`src/rtl/ucr_pkg.sv`:
```
// ucr_pkg: shared types, constants and helpers of the USB control request responder.
// Used by every module of the block; depends on nothing.
package ucr_pkg;

  // Descriptor memory size; must be a power of two.
  localparam int MEMORY_BYTES = 256;
  localparam int PACKET_BYTES = 64;
  localparam int MEM_AW       = $clog2(MEMORY_BYTES);
  localparam int OFS_W        = (MEM_AW > 8) ? MEM_AW : 8;
  localparam int PKT_W        = $clog2(PACKET_BYTES + 1);
  localparam int QDEPTH       = 2;
  localparam int QPW          = $clog2(QDEPTH);
  localparam int QCW          = $clog2(QDEPTH + 1);
  localparam int LC_BYTES     = 7;

  localparam logic [7:0] KIND_MASK  = 8'h60;
  localparam logic [7:0] KIND_STD   = 8'h00;
  localparam logic [7:0] KIND_CLASS = 8'h20;

  localparam logic [7:0] RC_GET_STATUS     = 8'h00;
  localparam logic [7:0] RC_SET_ADDRESS    = 8'h05;
  localparam logic [7:0] RC_GET_DESCRIPTOR = 8'h06;
  localparam logic [7:0] RC_GET_CONFIG     = 8'h08;
  localparam logic [7:0] RC_SET_CONFIG     = 8'h09;
  localparam logic [7:0] RC_SET_LINE_CODE  = 8'h20;
  localparam logic [7:0] RC_GET_LINE_CODE  = 8'h21;
  localparam logic [7:0] RC_SET_CTRL_LINE  = 8'h22;
  localparam logic [7:0] RC_SEND_BREAK     = 8'h23;

  localparam logic [7:0] DT_DEVICE = 8'h01;
  localparam logic [7:0] DT_CONFIG = 8'h02;
  localparam logic [7:0] DT_STRING = 8'h03;

  typedef enum logic [2:0] {
    OP_LOAD    = 3'd0,
    OP_SETUP   = 3'd1,
    OP_IN_EMPTY = 3'd2,
    OP_OUT_DATA = 3'd3,
    OP_BUS_RST = 3'd4,
    OP_VBUS_LOST = 3'd5
  } op_e;

  typedef enum logic [2:0] {
    ACT_DATA  = 3'd0,
    ACT_ZLP   = 3'd1,
    ACT_STALL = 3'd2,
    ACT_ACK   = 3'd3,
    ACT_ARM   = 3'd4,
    ACT_MORE  = 3'd5,
    ACT_PIPES = 3'd6,
    ACT_NONE  = 3'd7
  } act_e;

  typedef enum logic [1:0] {
    SRC_MEM    = 2'd0,
    SRC_CFGVAL = 2'd1,
    SRC_STATUS = 2'd2,
    SRC_LINE   = 2'd3
  } src_e;

  typedef enum logic [1:0] {
    REG_DEV_BASE  = 2'd0,
    REG_CFG_BASE  = 2'd1,
    REG_STR_DIR   = 2'd2,
    REG_STR_COUNT = 2'd3
  } cfg_reg_e;

  typedef enum logic [2:0] {
    CMD_LOAD, CMD_SETUP, CMD_IN_EMPTY, CMD_OUT_DATA, CMD_BUS_RST, CMD_NONE
  } cmd_e;

  typedef enum logic [3:0] {
    RQ_DEV, RQ_CFG, RQ_STR, RQ_ADDR, RQ_SETCFG, RQ_GETCFG, RQ_STATUS,
    RQ_SETLC, RQ_ACK, RQ_GETLC, RQ_STALL
  } req_e;

  typedef enum logic [3:0] {
    B_IDLE, B_EXEC, B_DLEN, B_CLO, B_CHI, B_SDIR, B_SLEN, B_ACK,
    B_PKT, B_BYTE, B_BWAIT
  } bstate_e;

  typedef struct packed {
    cmd_e        op;
    req_e        req;
    logic [7:0]  addr;
    logic [7:0]  data;
    logic [7:0]  value_lo;
    logic        value_nz;
    logic [15:0] length;
    logic [6:0]  out_count;
  } cmd_t;

  typedef struct packed {
    logic full;
    logic empty;
  } q_stat_t;

  typedef struct packed {
    logic [7:0] dev_base;
    logic [7:0] cfg_base;
    logic [7:0] str_dir;
    logic [4:0] str_count;
  } cfg_t;

  function automatic logic [7:0] line_coding(input logic [2:0] i);
    logic [7:0] b;
    case (i)
      3'd1:    b = 8'hC2;
      3'd2:    b = 8'h01;
      3'd6:    b = 8'h08;
      default: b = 8'h00;
    endcase
    return b;
  endfunction

  function automatic logic [OFS_W:0] widen8(input logic [7:0] b);
    return (OFS_W + 1)'(b);
  endfunction

  function automatic logic [MEM_AW-1:0] mem_addr(input logic [OFS_W:0] a);
    return a[MEM_AW-1:0];
  endfunction

endpackage

```
`src/rtl/ucr_if.sv`:
```
// ucr_if: request and response channel interfaces of the control responder.
// Depends on nothing.
interface ucr_req_if;
  logic        valid;
  logic        ready;
  logic [2:0]  op;
  logic [7:0]  load_addr;
  logic [7:0]  load_data;
  logic [7:0]  request_type;
  logic [7:0]  request_code;
  logic [15:0] request_value;
  logic [15:0] request_length;
  logic [6:0]  out_count;
  modport source(output valid, op, load_addr, load_data, request_type, request_code,
                 request_value, request_length, out_count, input ready);
  modport sink(input valid, op, load_addr, load_data, request_type, request_code,
               request_value, request_length, out_count, output ready);
endinterface

interface ucr_rsp_if;
  logic       valid;
  logic       ready;
  logic [2:0] action;
  logic [7:0] data_byte;
  logic       short_commit;
  logic       last;
  logic       configured;
  logic       bulk_allowed;
  modport source(output valid, action, data_byte, short_commit, last, configured,
                 bulk_allowed, input ready);
  modport sink(input valid, action, data_byte, short_commit, last, configured,
               bulk_allowed, output ready);
endinterface

```
`src/rtl/ucr_front.sv`:
```
// ucr_front: accepts request items and classifies them into commands.
// Depends on ucr_pkg and ucr_if.
module ucr_front import ucr_pkg::*; (
  ucr_req_if.sink req_i,
  input  q_stat_t qstat_i,
  output logic    push_o,
  output cmd_t    cmd_o
);

  logic [7:0] kind;

  assign req_i.ready = !qstat_i.full;
  assign push_o      = req_i.valid && !qstat_i.full;
  assign kind        = req_i.request_type & KIND_MASK;

  always_comb begin
    cmd_o.addr      = req_i.load_addr;
    cmd_o.data      = req_i.load_data;
    cmd_o.value_lo  = req_i.request_value[7:0];
    cmd_o.value_nz  = (req_i.request_value != 16'd0);
    cmd_o.length    = req_i.request_length;
    cmd_o.out_count = req_i.out_count;
    case (op_e'(req_i.op))
      OP_LOAD:      cmd_o.op = CMD_LOAD;
      OP_SETUP:     cmd_o.op = CMD_SETUP;
      OP_IN_EMPTY:  cmd_o.op = CMD_IN_EMPTY;
      OP_OUT_DATA:  cmd_o.op = CMD_OUT_DATA;
      OP_BUS_RST:   cmd_o.op = CMD_BUS_RST;
      OP_VBUS_LOST: cmd_o.op = CMD_BUS_RST;
      default:      cmd_o.op = CMD_NONE;
    endcase
    cmd_o.req = RQ_STALL;
    if (kind == KIND_STD) begin
      case (req_i.request_code)
        RC_GET_DESCRIPTOR: begin
          if (req_i.request_value[15:8] == DT_DEVICE) cmd_o.req = RQ_DEV;
          else if (req_i.request_value[15:8] == DT_CONFIG) cmd_o.req = RQ_CFG;
          else if (req_i.request_value[15:8] == DT_STRING) cmd_o.req = RQ_STR;
        end
        RC_SET_ADDRESS: cmd_o.req = RQ_ADDR;
        RC_SET_CONFIG:  cmd_o.req = RQ_SETCFG;
        RC_GET_CONFIG:  cmd_o.req = RQ_GETCFG;
        RC_GET_STATUS:  cmd_o.req = RQ_STATUS;
        default:        cmd_o.req = RQ_STALL;
      endcase
    end else if (kind == KIND_CLASS) begin
      case (req_i.request_code)
        RC_SET_LINE_CODE: cmd_o.req = RQ_SETLC;
        RC_SET_CTRL_LINE: cmd_o.req = RQ_ACK;
        RC_SEND_BREAK:    cmd_o.req = RQ_ACK;
        RC_GET_LINE_CODE: cmd_o.req = RQ_GETLC;
        default:          cmd_o.req = RQ_STALL;
      endcase
    end
  end

endmodule

```
`src/rtl/ucr_queue.sv`:
```
// ucr_queue: short command queue between the front and the back.
// Depends on ucr_pkg.
module ucr_queue import ucr_pkg::*; (
  input  logic    clk_i,
  input  logic    rst_ni,
  input  logic    push_i,
  input  cmd_t    cmd_i,
  input  logic    pop_i,
  output cmd_t    head_o,
  output q_stat_t stat_o
);

  cmd_t           ent_q [QDEPTH];
  logic [QPW-1:0] wr_q, rd_q;
  logic [QCW-1:0] cnt_q;

  assign head_o       = ent_q[rd_q];
  assign stat_o.full  = (cnt_q == QCW'(QDEPTH));
  assign stat_o.empty = (cnt_q == '0);

  always_ff @(posedge clk_i) begin
    if (push_i) ent_q[wr_q] <= cmd_i;
  end

  always_ff @(posedge clk_i or negedge rst_ni) begin
    if (!rst_ni) begin
      wr_q  <= '0;
      rd_q  <= '0;
      cnt_q <= '0;
    end else begin
      if (push_i) wr_q <= (wr_q == QPW'(QDEPTH - 1)) ? '0 : wr_q + 1'b1;
      if (pop_i)  rd_q <= (rd_q == QPW'(QDEPTH - 1)) ? '0 : rd_q + 1'b1;
      if (push_i && !pop_i) cnt_q <= cnt_q + 1'b1;
      else if (pop_i && !push_i) cnt_q <= cnt_q - 1'b1;
    end
  end

endmodule

```
`src/rtl/ucr_back.sv`:
```
// ucr_back: executes commands: descriptor memory, transfer state and reply streaming.
// Depends on ucr_pkg and ucr_if.
module ucr_back import ucr_pkg::*; (
  input  logic    clk_i,
  input  logic    rst_ni,
  input  cfg_t    cfg_i,
  input  cmd_t    head_i,
  input  q_stat_t qstat_i,
  output logic    pop_o,
  ucr_rsp_if.source rsp_o
);

  bstate_e          state_q, state_d;
  cmd_t             cmd_q, cmd_d;
  logic             conf_q, conf_d;
  src_e             src_q, src_d;
  logic [OFS_W-1:0] ofs_q, ofs_d;
  logic [15:0]      rl_q, rl_d, rx_q, rx_d;
  logic [7:0]       lo_q, lo_d, sb_q, sb_d;
  logic [PKT_W-1:0] pn_q, pn_d, cnt_q, cnt_d;
  logic             ov_q, ov_d;
  act_e             oact_q, oact_d;
  logic [7:0]       odat_q, odat_d;
  logic             osc_q, osc_d, olast_q, olast_d, oconf_q, oconf_d, obulk_q, obulk_d;

  logic [7:0]        mem [MEMORY_BYTES];
  logic [7:0]        rdata_q;
  logic [MEM_AW-1:0] raddr;
  logic              we;

  logic             can_emit, emit, e_sc, e_last;
  act_e             e_act;
  logic [7:0]       e_data;
  logic [15:0]      len, req_len;
  logic [PKT_W-1:0] n;

  assign can_emit = !ov_q || rsp_o.ready;

  assign rsp_o.valid        = ov_q;
  assign rsp_o.action       = oact_q;
  assign rsp_o.data_byte    = odat_q;
  assign rsp_o.short_commit = osc_q;
  assign rsp_o.last         = olast_q;
  assign rsp_o.configured   = oconf_q;
  assign rsp_o.bulk_allowed = obulk_q;

  always_ff @(posedge clk_i) begin
    if (we) mem[mem_addr(widen8(cmd_q.addr))] <= cmd_q.data;
    rdata_q <= mem[raddr];
  end

  always_comb begin
    state_d = state_q;
    cmd_d   = cmd_q;
    conf_d  = conf_q;
    src_d   = src_q;
    ofs_d   = ofs_q;
    rl_d    = rl_q;
    rx_d    = rx_q;
    lo_d    = lo_q;
    sb_d    = sb_q;
    pn_d    = pn_q;
    cnt_d   = cnt_q;
    pop_o   = 1'b0;
    we      = 1'b0;
    raddr   = ofs_q[MEM_AW-1:0];
    emit    = 1'b0;
    e_act   = ACT_NONE;
    e_data  = 8'd0;
    e_sc    = 1'b0;
    e_last  = 1'b1;
    len     = 16'd0;
    req_len = cmd_q.length;
    n       = (rl_q < 16'(PACKET_BYTES)) ? PKT_W'(rl_q) : PKT_W'(PACKET_BYTES);

    case (state_q)
      B_IDLE: begin
        if (!qstat_i.empty) begin
          pop_o   = 1'b1;
          cmd_d   = head_i;
          state_d = B_EXEC;
        end
      end
      B_EXEC: begin
        case (cmd_q.op)
          CMD_LOAD: begin
            we      = 1'b1;
            state_d = B_IDLE;
          end
          CMD_SETUP: begin
            rl_d = 16'd0;
            rx_d = 16'd0;
            case (cmd_q.req)
              RQ_DEV: begin
                raddr   = mem_addr(widen8(cfg_i.dev_base));
                state_d = B_DLEN;
              end
              RQ_CFG: begin
                raddr   = mem_addr(widen8(cfg_i.cfg_base) + (OFS_W + 1)'(2));
                state_d = B_CLO;
              end
              RQ_STR: begin
                if (cmd_q.value_lo < {3'b000, cfg_i.str_count}) begin
                  raddr   = mem_addr(widen8(cfg_i.str_dir) + widen8(cmd_q.value_lo));
                  state_d = B_SDIR;
                end else begin
                  emit  = can_emit;
                  e_act = ACT_STALL;
                  if (can_emit) state_d = B_IDLE;
                end
              end
              RQ_SETCFG: begin
                if (can_emit) begin
                  conf_d = cmd_q.value_nz;
                  emit   = 1'b1;
                  if (cmd_q.value_nz) begin
                    e_act   = ACT_PIPES;
                    e_last  = 1'b0;
                    state_d = B_ACK;
                  end else begin
                    e_act   = ACT_ACK;
                    state_d = B_IDLE;
                  end
                end
              end
              RQ_GETCFG, RQ_STATUS, RQ_GETLC: begin
                if (cmd_q.req == RQ_GETCFG) begin
                  src_d = SRC_CFGVAL;
                  len   = 16'd1;
                end else if (cmd_q.req == RQ_STATUS) begin
                  src_d = SRC_STATUS;
                  len   = 16'd2;
                end else begin
                  src_d = SRC_LINE;
                  len   = 16'(LC_BYTES);
                end
                ofs_d   = '0;
                rl_d    = (len < req_len) ? len : req_len;
                state_d = B_PKT;
              end
              RQ_SETLC: begin
                emit = can_emit;
                if (cmd_q.length != 16'd0) begin
                  rx_d  = cmd_q.length;
                  e_act = ACT_ARM;
                end else begin
                  e_act = ACT_ACK;
                end
                if (can_emit) state_d = B_IDLE;
              end
              RQ_ADDR, RQ_ACK: begin
                emit  = can_emit;
                e_act = ACT_ACK;
                if (can_emit) state_d = B_IDLE;
              end
              default: begin
                emit  = can_emit;
                e_act = ACT_STALL;
                if (can_emit) state_d = B_IDLE;
              end
            endcase
          end
          CMD_IN_EMPTY: begin
            if (rl_q != 16'd0) begin
              state_d = B_PKT;
            end else begin
              emit  = can_emit;
              e_act = ACT_ACK;
              if (can_emit) state_d = B_IDLE;
            end
          end
          CMD_OUT_DATA: begin
            // Count the data down only once, at the cycle that sends the answer.
            if (can_emit) begin
              emit    = 1'b1;
              state_d = B_IDLE;
              if (rx_q == 16'd0) begin
                e_act = ACT_NONE;
              end else begin
                rx_d  = (16'(cmd_q.out_count) >= rx_q) ? 16'd0 : rx_q - 16'(cmd_q.out_count);
                e_act = (rx_d == 16'd0) ? ACT_ACK : ACT_MORE;
              end
            end
          end
          CMD_BUS_RST: begin
            conf_d = 1'b0;
            rl_d   = 16'd0;
            rx_d   = 16'd0;
            emit   = can_emit;
            e_act  = ACT_NONE;
            if (can_emit) state_d = B_IDLE;
          end
          default: begin
            emit  = can_emit;
            e_act = ACT_NONE;
            if (can_emit) state_d = B_IDLE;
          end
        endcase
      end
      B_DLEN: begin
        len     = {8'd0, rdata_q};
        src_d   = SRC_MEM;
        ofs_d   = OFS_W'(mem_addr(widen8(cfg_i.dev_base)));
        rl_d    = (len < req_len) ? len : req_len;
        state_d = B_PKT;
      end
      B_CLO: begin
        lo_d    = rdata_q;
        raddr   = mem_addr(widen8(cfg_i.cfg_base) + (OFS_W + 1)'(3));
        state_d = B_CHI;
      end
      B_CHI: begin
        len     = {rdata_q, lo_q};
        src_d   = SRC_MEM;
        ofs_d   = OFS_W'(mem_addr(widen8(cfg_i.cfg_base)));
        rl_d    = (len < req_len) ? len : req_len;
        state_d = B_PKT;
      end
      B_SDIR: begin
        sb_d    = rdata_q;
        raddr   = mem_addr(widen8(rdata_q));
        state_d = B_SLEN;
      end
      B_SLEN: begin
        if (rdata_q == 8'd0) begin
          emit  = can_emit;
          e_act = ACT_STALL;
          if (can_emit) state_d = B_IDLE;
        end else begin
          len     = {8'd0, rdata_q};
          src_d   = SRC_MEM;
          ofs_d   = OFS_W'(mem_addr(widen8(sb_q)));
          rl_d    = (len < req_len) ? len : req_len;
          state_d = B_PKT;
        end
      end
      B_ACK: begin
        emit  = can_emit;
        e_act = ACT_ACK;
        if (can_emit) state_d = B_IDLE;
      end
      B_PKT: begin
        if (n == '0) begin
          emit  = can_emit;
          e_act = ACT_ZLP;
          e_sc  = 1'b1;
          if (can_emit) state_d = B_IDLE;
        end else begin
          pn_d    = n;
          cnt_d   = n;
          rl_d    = rl_q - 16'(n);
          state_d = B_BYTE;
        end
      end
      B_BYTE, B_BWAIT: begin
        if (src_q == SRC_MEM && state_q == B_BYTE) begin
          state_d = B_BWAIT;
        end else if (can_emit) begin
          emit   = 1'b1;
          e_act  = ACT_DATA;
          e_last = (cnt_q == PKT_W'(1));
          e_sc   = e_last && (pn_q < PKT_W'(PACKET_BYTES));
          cnt_d  = cnt_q - 1'b1;
          case (src_q)
            SRC_MEM:    e_data = rdata_q;
            SRC_CFGVAL: e_data = {7'd0, conf_q};
            SRC_STATUS: e_data = 8'd0;
            default:    e_data = line_coding((ofs_q < OFS_W'(LC_BYTES)) ? ofs_q[2:0] : 3'd0);
          endcase
          if (src_q == SRC_MEM) begin
            ofs_d = OFS_W'(mem_addr((OFS_W + 1)'(ofs_q) + (OFS_W + 1)'(1)));
            raddr = ofs_d[MEM_AW-1:0];
          end else begin
            ofs_d = OFS_W'(ofs_q[7:0] + 8'd1);
          end
          if (e_last) state_d = B_IDLE;
        end
      end
      default: state_d = B_IDLE;
    endcase

    ov_d    = emit ? 1'b1 : (rsp_o.ready ? 1'b0 : ov_q);
    oact_d  = emit ? e_act : oact_q;
    odat_d  = emit ? e_data : odat_q;
    osc_d   = emit ? e_sc : osc_q;
    olast_d = emit ? e_last : olast_q;
    oconf_d = emit ? conf_d : oconf_q;
    obulk_d = emit ? (conf_d && rl_d == 16'd0 && rx_d == 16'd0) : obulk_q;
  end

  always_ff @(posedge clk_i or negedge rst_ni) begin
    if (!rst_ni) begin
      state_q <= B_IDLE;
      conf_q  <= 1'b0;
      src_q   <= SRC_MEM;
      ofs_q   <= '0;
      rl_q    <= 16'd0;
      rx_q    <= 16'd0;
      ov_q    <= 1'b0;
    end else begin
      state_q <= state_d;
      conf_q  <= conf_d;
      src_q   <= src_d;
      ofs_q   <= ofs_d;
      rl_q    <= rl_d;
      rx_q    <= rx_d;
      ov_q    <= ov_d;
    end
  end

  always_ff @(posedge clk_i) begin
    cmd_q   <= cmd_d;
    lo_q    <= lo_d;
    sb_q    <= sb_d;
    pn_q    <= pn_d;
    cnt_q   <= cnt_d;
    oact_q  <= oact_d;
    odat_q  <= odat_d;
    osc_q   <= osc_d;
    olast_q <= olast_d;
    oconf_q <= oconf_d;
    obulk_q <= obulk_d;
  end

endmodule

```
`src/rtl/usb_control_request_responder_unit.sv`:
```
// Control endpoint responder: a CDC-ACM device's answers to USB control requests.
// A request is registered in the command queue, then popped into the back end; simple
// answers go to the output register, descriptor replies follow their header reads.
// Reply bytes stream one per cycle while the response sink is ready (a packet of up to
// 64 bytes), set by the single read port of the descriptor memory.
// Reset clears transfer state and the configured flag; memory contents stay undefined.
module usb_control_request_responder_unit import ucr_pkg::*; (
  input  logic       clk_i,
  input  logic       rst_ni,
  ucr_req_if.sink    req_i,
  ucr_rsp_if.source  rsp_o,
  input  logic       cfg_we_i,
  input  logic [1:0] cfg_idx_i,
  input  logic [7:0] cfg_wdata_i
);

  cfg_t    cfg_q;
  cmd_t    push_cmd, head;
  logic    push, pop;
  q_stat_t qstat;

  // Configuration registers: the user must write them only while the block is idle; the block does not enforce it.
  always_ff @(posedge clk_i or negedge rst_ni) begin
    if (!rst_ni) begin
      cfg_q.dev_base  <= 8'd0;
      cfg_q.cfg_base  <= 8'd18;
      cfg_q.str_dir   <= 8'd85;
      cfg_q.str_count <= 5'd4;
    end else if (cfg_we_i) begin
      case (cfg_reg_e'(cfg_idx_i))
        REG_DEV_BASE:  cfg_q.dev_base  <= cfg_wdata_i;
        REG_CFG_BASE:  cfg_q.cfg_base  <= cfg_wdata_i;
        REG_STR_DIR:   cfg_q.str_dir   <= cfg_wdata_i;
        REG_STR_COUNT: cfg_q.str_count <= cfg_wdata_i[4:0];
        default: ;
      endcase
    end
  end

  // Front: accept and classify each request item.
  ucr_front u_front (
    .req_i   (req_i),
    .qstat_i (qstat),
    .push_o  (push),
    .cmd_o   (push_cmd)
  );

  // Queue: decouple classification from execution.
  ucr_queue u_queue (
    .clk_i  (clk_i),
    .rst_ni (rst_ni),
    .push_i (push),
    .cmd_i  (push_cmd),
    .pop_i  (pop),
    .head_o (head),
    .stat_o (qstat)
  );

  // Back: run each command against memory and transfer state, drive the response.
  ucr_back u_back (
    .clk_i   (clk_i),
    .rst_ni  (rst_ni),
    .cfg_i   (cfg_q),
    .head_i  (head),
    .qstat_i (qstat),
    .pop_o   (pop),
    .rsp_o   (rsp_o)
  );

  a_pop_nonempty: assert property (@(posedge clk_i) disable iff (!rst_ni)
    pop |-> !qstat.empty) else $error("pop from empty command queue");

  a_push_not_full: assert property (@(posedge clk_i) disable iff (!rst_ni)
    push |-> !qstat.full) else $error("push into full command queue");

  a_pop_then_busy: assert property (@(posedge clk_i) disable iff (!rst_ni)
    pop |=> !pop) else $error("back end popped twice in a row");

endmodule
```
`src/flat_wrapper.sv`:
```
// flat-port wrapper written by rule: the top's interface ports become plain ports
module usb_control_request_responder_unit_flat import ucr_pkg::*;
  (clk_i, rst_ni, cfg_we_i, cfg_idx_i, cfg_wdata_i, req_i_valid, req_i_op, req_i_load_addr, req_i_load_data, req_i_request_type, req_i_request_code, req_i_request_value, req_i_request_length, req_i_out_count, req_i_ready, rsp_o_valid, rsp_o_action, rsp_o_data_byte, rsp_o_short_commit, rsp_o_last, rsp_o_configured, rsp_o_bulk_allowed, rsp_o_ready);
  ucr_req_if req_i_i ();
  ucr_rsp_if rsp_o_i ();
  input  logic clk_i;
  input  logic rst_ni;
  input  logic cfg_we_i;
  input  logic [1:0] cfg_idx_i;
  input  logic [7:0] cfg_wdata_i;
  input wire logic [$bits(req_i_i.valid)-1:0] req_i_valid;
  input wire logic [$bits(req_i_i.op)-1:0] req_i_op;
  input wire logic [$bits(req_i_i.load_addr)-1:0] req_i_load_addr;
  input wire logic [$bits(req_i_i.load_data)-1:0] req_i_load_data;
  input wire logic [$bits(req_i_i.request_type)-1:0] req_i_request_type;
  input wire logic [$bits(req_i_i.request_code)-1:0] req_i_request_code;
  input wire logic [$bits(req_i_i.request_value)-1:0] req_i_request_value;
  input wire logic [$bits(req_i_i.request_length)-1:0] req_i_request_length;
  input wire logic [$bits(req_i_i.out_count)-1:0] req_i_out_count;
  output wire logic [$bits(req_i_i.ready)-1:0] req_i_ready;
  output wire logic [$bits(rsp_o_i.valid)-1:0] rsp_o_valid;
  output wire logic [$bits(rsp_o_i.action)-1:0] rsp_o_action;
  output wire logic [$bits(rsp_o_i.data_byte)-1:0] rsp_o_data_byte;
  output wire logic [$bits(rsp_o_i.short_commit)-1:0] rsp_o_short_commit;
  output wire logic [$bits(rsp_o_i.last)-1:0] rsp_o_last;
  output wire logic [$bits(rsp_o_i.configured)-1:0] rsp_o_configured;
  output wire logic [$bits(rsp_o_i.bulk_allowed)-1:0] rsp_o_bulk_allowed;
  input wire logic [$bits(rsp_o_i.ready)-1:0] rsp_o_ready;
  assign req_i_i.valid = req_i_valid;
  assign req_i_i.op = req_i_op;
  assign req_i_i.load_addr = req_i_load_addr;
  assign req_i_i.load_data = req_i_load_data;
  assign req_i_i.request_type = req_i_request_type;
  assign req_i_i.request_code = req_i_request_code;
  assign req_i_i.request_value = req_i_request_value;
  assign req_i_i.request_length = req_i_request_length;
  assign req_i_i.out_count = req_i_out_count;
  assign req_i_ready = req_i_i.ready;
  assign rsp_o_valid = rsp_o_i.valid;
  assign rsp_o_action = rsp_o_i.action;
  assign rsp_o_data_byte = rsp_o_i.data_byte;
  assign rsp_o_short_commit = rsp_o_i.short_commit;
  assign rsp_o_last = rsp_o_i.last;
  assign rsp_o_configured = rsp_o_i.configured;
  assign rsp_o_bulk_allowed = rsp_o_i.bulk_allowed;
  assign rsp_o_i.ready = rsp_o_ready;
  usb_control_request_responder_unit u_core (.clk_i(clk_i), .rst_ni(rst_ni), .req_i(req_i_i), .rsp_o(rsp_o_i), .cfg_we_i(cfg_we_i), .cfg_idx_i(cfg_idx_i), .cfg_wdata_i(cfg_wdata_i));
endmodule
```
`config.mk`:
```
export PLATFORM = sky130hd
export DESIGN_NAME = usb_control_request_responder_unit_flat
export DESIGN_NICKNAME = d
export VERILOG_FILES = /design/src/rtl/ucr_pkg.sv /design/src/rtl/ucr_if.sv /design/src/rtl/ucr_front.sv /design/src/rtl/ucr_queue.sv /design/src/rtl/ucr_back.sv /design/src/rtl/usb_control_request_responder_unit.sv /design/src/flat_wrapper.sv
export SDC_FILE = /design/constraint.sdc
export NUM_CORES = 2
export LEC_CHECK = 0
export BUFFER_PORTS_ARGS = -buffer_cell sky130_fd_sc_hd__buf_2
export CAP_MARGIN = 20
export CORE_MARGIN = 4
export CORE_UTILIZATION = 54
export DETAILED_ROUTE_END_ITERATION = 8
export PLACE_DENSITY = 0.7
export SLEW_MARGIN = 30
export SYNTH_ARGS = -nofsm -noshare
export SYNTH_HDL_FRONTEND = slang
export SYNTH_SLANG_ARGS = --single-unit
```
`constraint.sdc`:
```
create_clock -name clk_i -period 4.95 [get_ports clk_i]
set_clock_uncertainty 0.1 [all_clocks]
set_input_delay 0.7425 -clock clk_i [delete_from_list [all_inputs] [get_ports clk_i]]
set_output_delay 0.7425 -clock clk_i [all_outputs]
set_load 0.05 [all_outputs]
```
==> impl_metrics.tcl <==
set metrics [dict create \
    run_status "complete, no violations" \
    hold_viol 0 \
    multi_input_comb_area_um2 23700 \
    reg2reg_from "u_core.cfg_q[2]" \
    worstReg2RegEnd "u_core.u_back.rdata_q[7]" \
    min-delay-path-class "in -> reg" \
    crit_buf_inv 7 \
    tightestPinTransition_ps 1130 \
    drt_wl_total_mm 257 \
    ant_nets 0 \
    clock_latency_ps 870 \
    rows 153 \
    drv_cap 0 \
    intPower_uw 44500 \
    worstSetupPathType "reg -> reg" \
    nets 7164 \
    antenna_found_initial 11 \
    synth_area_um2 95400 \
    fin_setup_tns_ps 0 \
    report.final.setup_viol 0 \
    synth_commonest_cells "edfxtp_1 (2252), a21oi_1 (920), nand2_1 (833)" \
    synthArstFlopShare_pct 3.46 \
    path_delay_family "compound AO/OA/AOI/OAI gates" \
    track_usage_pct 27.2 \
    timing.critical_path.arrival_ps 5590 \
    seq_area_frac_synth_pct 73.2 \
    start_util_pct 54.6 \
    synth_cell_type_count 94 \
    synth.net_count 6799 \
    root_buffer "clkbuf_16" \
    synth.most_common_cell "edfxtp_1" \
    rsz0062_at_grt "true" \
    ys_seq_elements 2341 \
    die_area_um2 183000 \
    top_level_ports 106 \
    max_stage_delay_ps 530 \
    fin_crit_ps 4950 \
    wl_per_cell_um 26.9 \
    synth_cells 6658 \
    coreArea_um2 175000 \
    cts_sinks 2341 \
    crit_fanout 66 \
    die_h_um 428 \
    place_area_um2 101000 \
    crit_top_cell "buf_4" \
    htree_num_levels 4 \
    vias 61700 \
    ff2ff_setup_slack_ps 0.5 \
    seqCellArea_um2 69800 \
    power_uw 73800 \
    p_comb_share_pct 42.4 \
    grt_first_pass_wirelength_mm 381 \
    final_util_pct 62.6 \
    synth_ff_type "edfxtp_1" \
    cp-start-kind "flip-flop" \
    cts_tree "yes" \
    power_frac_seq_pct 34.7 \
    critPathCaptureType "flip-flop" \
    cts.path.max_buffers 3 \
    switching_share_pct 39.8 \
    grt-ovfl-total 0 \
    cellPowerDensity_nw_per_um2 675 \
    drc_errors 0 \
    synth_top_area_cell "edfxtp_1" \
    ys_top_cells_by_area "edfxtp_1 (71%), a21oi_1 (4.8%), a221oi_1 (3.7%)" \
    syn2layout_area_growth_pct 14.6 \
    drt_pass1_iterations 6 \
    first_iter_violations 8589 \
    final_area_um2 109000 \
    p_leak_uw 0.0362 \
    power.switching_uw 29400 \
    holdPathEnd "u_core.cfg_q[19]" \
    fillers 12500 \
    grt_max_degree 190 \
    hold_start "cfg_wdata_i[6]" \
    required_ps 5590 \
    pwr-share-clk_pct 22.9 \
    synth_area_per_cell_um2 14.3 \
    dp.cells 9061 \
    gp_congestion 0.923 \
    cp_slowest_cell "dfstp_2" \
    grt_pass1_vias 59400 \
    irDropWorstVdd_mv 0.559 \
    dpl.hpwl_mm 157 \
    numCtsBuffers 224 \
    slew_headroom_pct 24.8 \
    max_clock_freq_ghz 0.202 \
    viasPerCell 6.46 \
    path_cells "inv_1, ha_1, o211ai_1, o211ai_2, a211oi_2, nor4bb_2, buf_4, buf_4, nand2_4, buf_12, buf_12, a21oi_1, a211oi_1, o41ai_1, buf_4, a41oi_1, buf_4, or4_1" \
    hold_path_depth 2 \
    io_buffers 99 \
    fp.dieW_um 428 \
    rr_worst_depth 18 \
    layout-drive-gt1-share_pct 14.8 \
    stdcell_count 9552 \
    synth_warnings 0 \
    final.period_utilization_pct 100 \
    synth-edff-count 2252 \
    clk_pin_slew_worst_paths_ps 70 \
    synth_top_area_share_pct 70.9 \
    drv_slew 0 \
]
-- how the worst max path moves through the flow --
stage | startpoint | end | slack [ps] | cells after the start
after floorplan | u_core.u_back.cmd_q[32] | u_core.u_back.mem[0][0] | 800 | 0
after global placement | rsp_o_ready | u_core.u_back.rdata_q[4] | -360 | 15
after detailed placement | rsp_o_ready | u_core.u_back.rdata_q[4] | -380 | 15
after CTS | u_core.cfg_q[2] | u_core.u_back.rdata_q[4] | 20 | 15
after global routing | u_core.cfg_q[2] | u_core.u_back.rdata_q[0] | -50 | 17
final | u_core.cfg_q[2] | u_core.u_back.rdata_q[7] | 0.5 | 18
-- cell usage in the layout, fill, tap and decap left out, drive strengths merged, types with 10 or more instances in the layout --
master / n
mux2: 87
nor2b: 18
inv: 72
edfxtp: 2252
buf: 563
ha: 50
dfrtp: 74
a221o: 11
nor3b: 10
or4: 17
a221oi: 407
dlygate4sd3: 49
nor4: 21
a211oi: 119
and3: 16
o211ai: 12
o21ai: 101
clkinv: 92
mux2i: 198
o41ai: 129
nand3: 46
bufinv: 21
nand2b: 17
a222oi: 14
clkbuf: 295
a21oi: 921
nand2: 833
a21o: 131
nor2: 342
a31oi: 18
nor3: 24
nand4: 11
a22oi: 23
a41oi: 34
xnor2: 37
-- per-layer routing --
layer  part of all wire [%]  vias up  wire [µm]  GRT usage (%)
li1                       -    26800          -              -
met1                     39    30800     100000           38.4
met2                     47     3481     121000           42.9
met3                     10      545      27000           5.23
met4                    3.5        4       9120           9.30
met5                 0.0097        -         25              0
-- area by class of cell --
cell class / instances / area share, %
antenna: 6 / 0.0137
clock buffer: 295 / 5.41
inverter: 64 / 0.220
tap: 2325 / 2.66
multi-input combinational: 3780 / 21.7
clock inverter: 129 / 1.21
sequential: 2341 / 63.9
timing repair buffer: 612 / 4.96
-- power by group through the flow --
stage | Sequential [µW] | Combinational, µW | Clock [µW]
after global routing | 25700 | 33300 | 17900
after detailed placement | 26000 | 30100 | 0
after CTS | 25600 | 30400 | 17100
after global placement | 26000 | 29500 | 0
after floorplan | 27100 | 17300 | 0
final | 25600 | 31300 | 16900
-- sequential cells by signal, indices dropped and copies added (netlist names), 3 cells and up --
| name | flops |
|---|---|
| u_core.u_back.lo_q | 8 |
| u_core.u_back.ofs_q | 8 |
| u_core.u_back.rdata_q | 8 |
| u_core.u_back.req_len | 16 |
| u_core.u_queue.ent_q | 110 |
| u_core.u_back.sb_q | 8 |
| u_core.u_back.mem | 2048 |
| u_core.u_back.cnt_q | 7 |
| u_core.u_back.rx_q | 16 |
| u_core.u_back.rsp_o.action | 3 |
| u_core.cfg_q | 29 |
| u_core.u_back.cmd_q | 39 |
| u_core.u_back.rl_q | 16 |
| u_core.u_back.state_q | 4 |
| u_core.u_back.rsp_o.data_byte | 8 |
-- repair_timing --
action | in CTS | in global routing
hold endpoints to repair | 136 | 0
pin swaps | 2 | 17
hold buffers | 49 | 0
endpoints found under the setup margin | 7 | 9
resized for setup | 6 | 51
buffers inserted | 2 | 8
-- through the flow --
| stage | hold slack (ps) | worst slack (ps) |
|---|---|---|
| 3_3_place_gp | 393 | -359 |
| 4_1_cts | 9.28 | 19.1 |
| 6_report | 70.7 | 0.532 |
| 3_5_place_dp | 404 | -380 |
| 2_1_floorplan | 347 | 804 |
| 5_1_grt | 41.3 | -49.5 |
-- logic make-up after synthesis --
kind of cell	synth area share, %
flops	73.2
compound gates	13.8
simple gates	6.26
buf+inv	2.47
mux	3.10
fa+ha+maj	0.708
xor+xnor	0.422
other cells	0.00393
-- worst reg2reg max path: stages (launching register included) --
cell and delay, ps:
dfstp_2 530, inv_1 40, ha_1 270, o211ai_1 100, o211ai_2 330, a211oi_2 170
nor4bb_2 410, buf_4 180, buf_4 110, nand2_4 120, buf_12 260, buf_12 340
a21oi_1 360, a211oi_1 130, o41ai_1 380, buf_4 200, a41oi_1 120, buf_4 220
or4_1 470
Note: power is estimated with default switching activity, not from simulation.
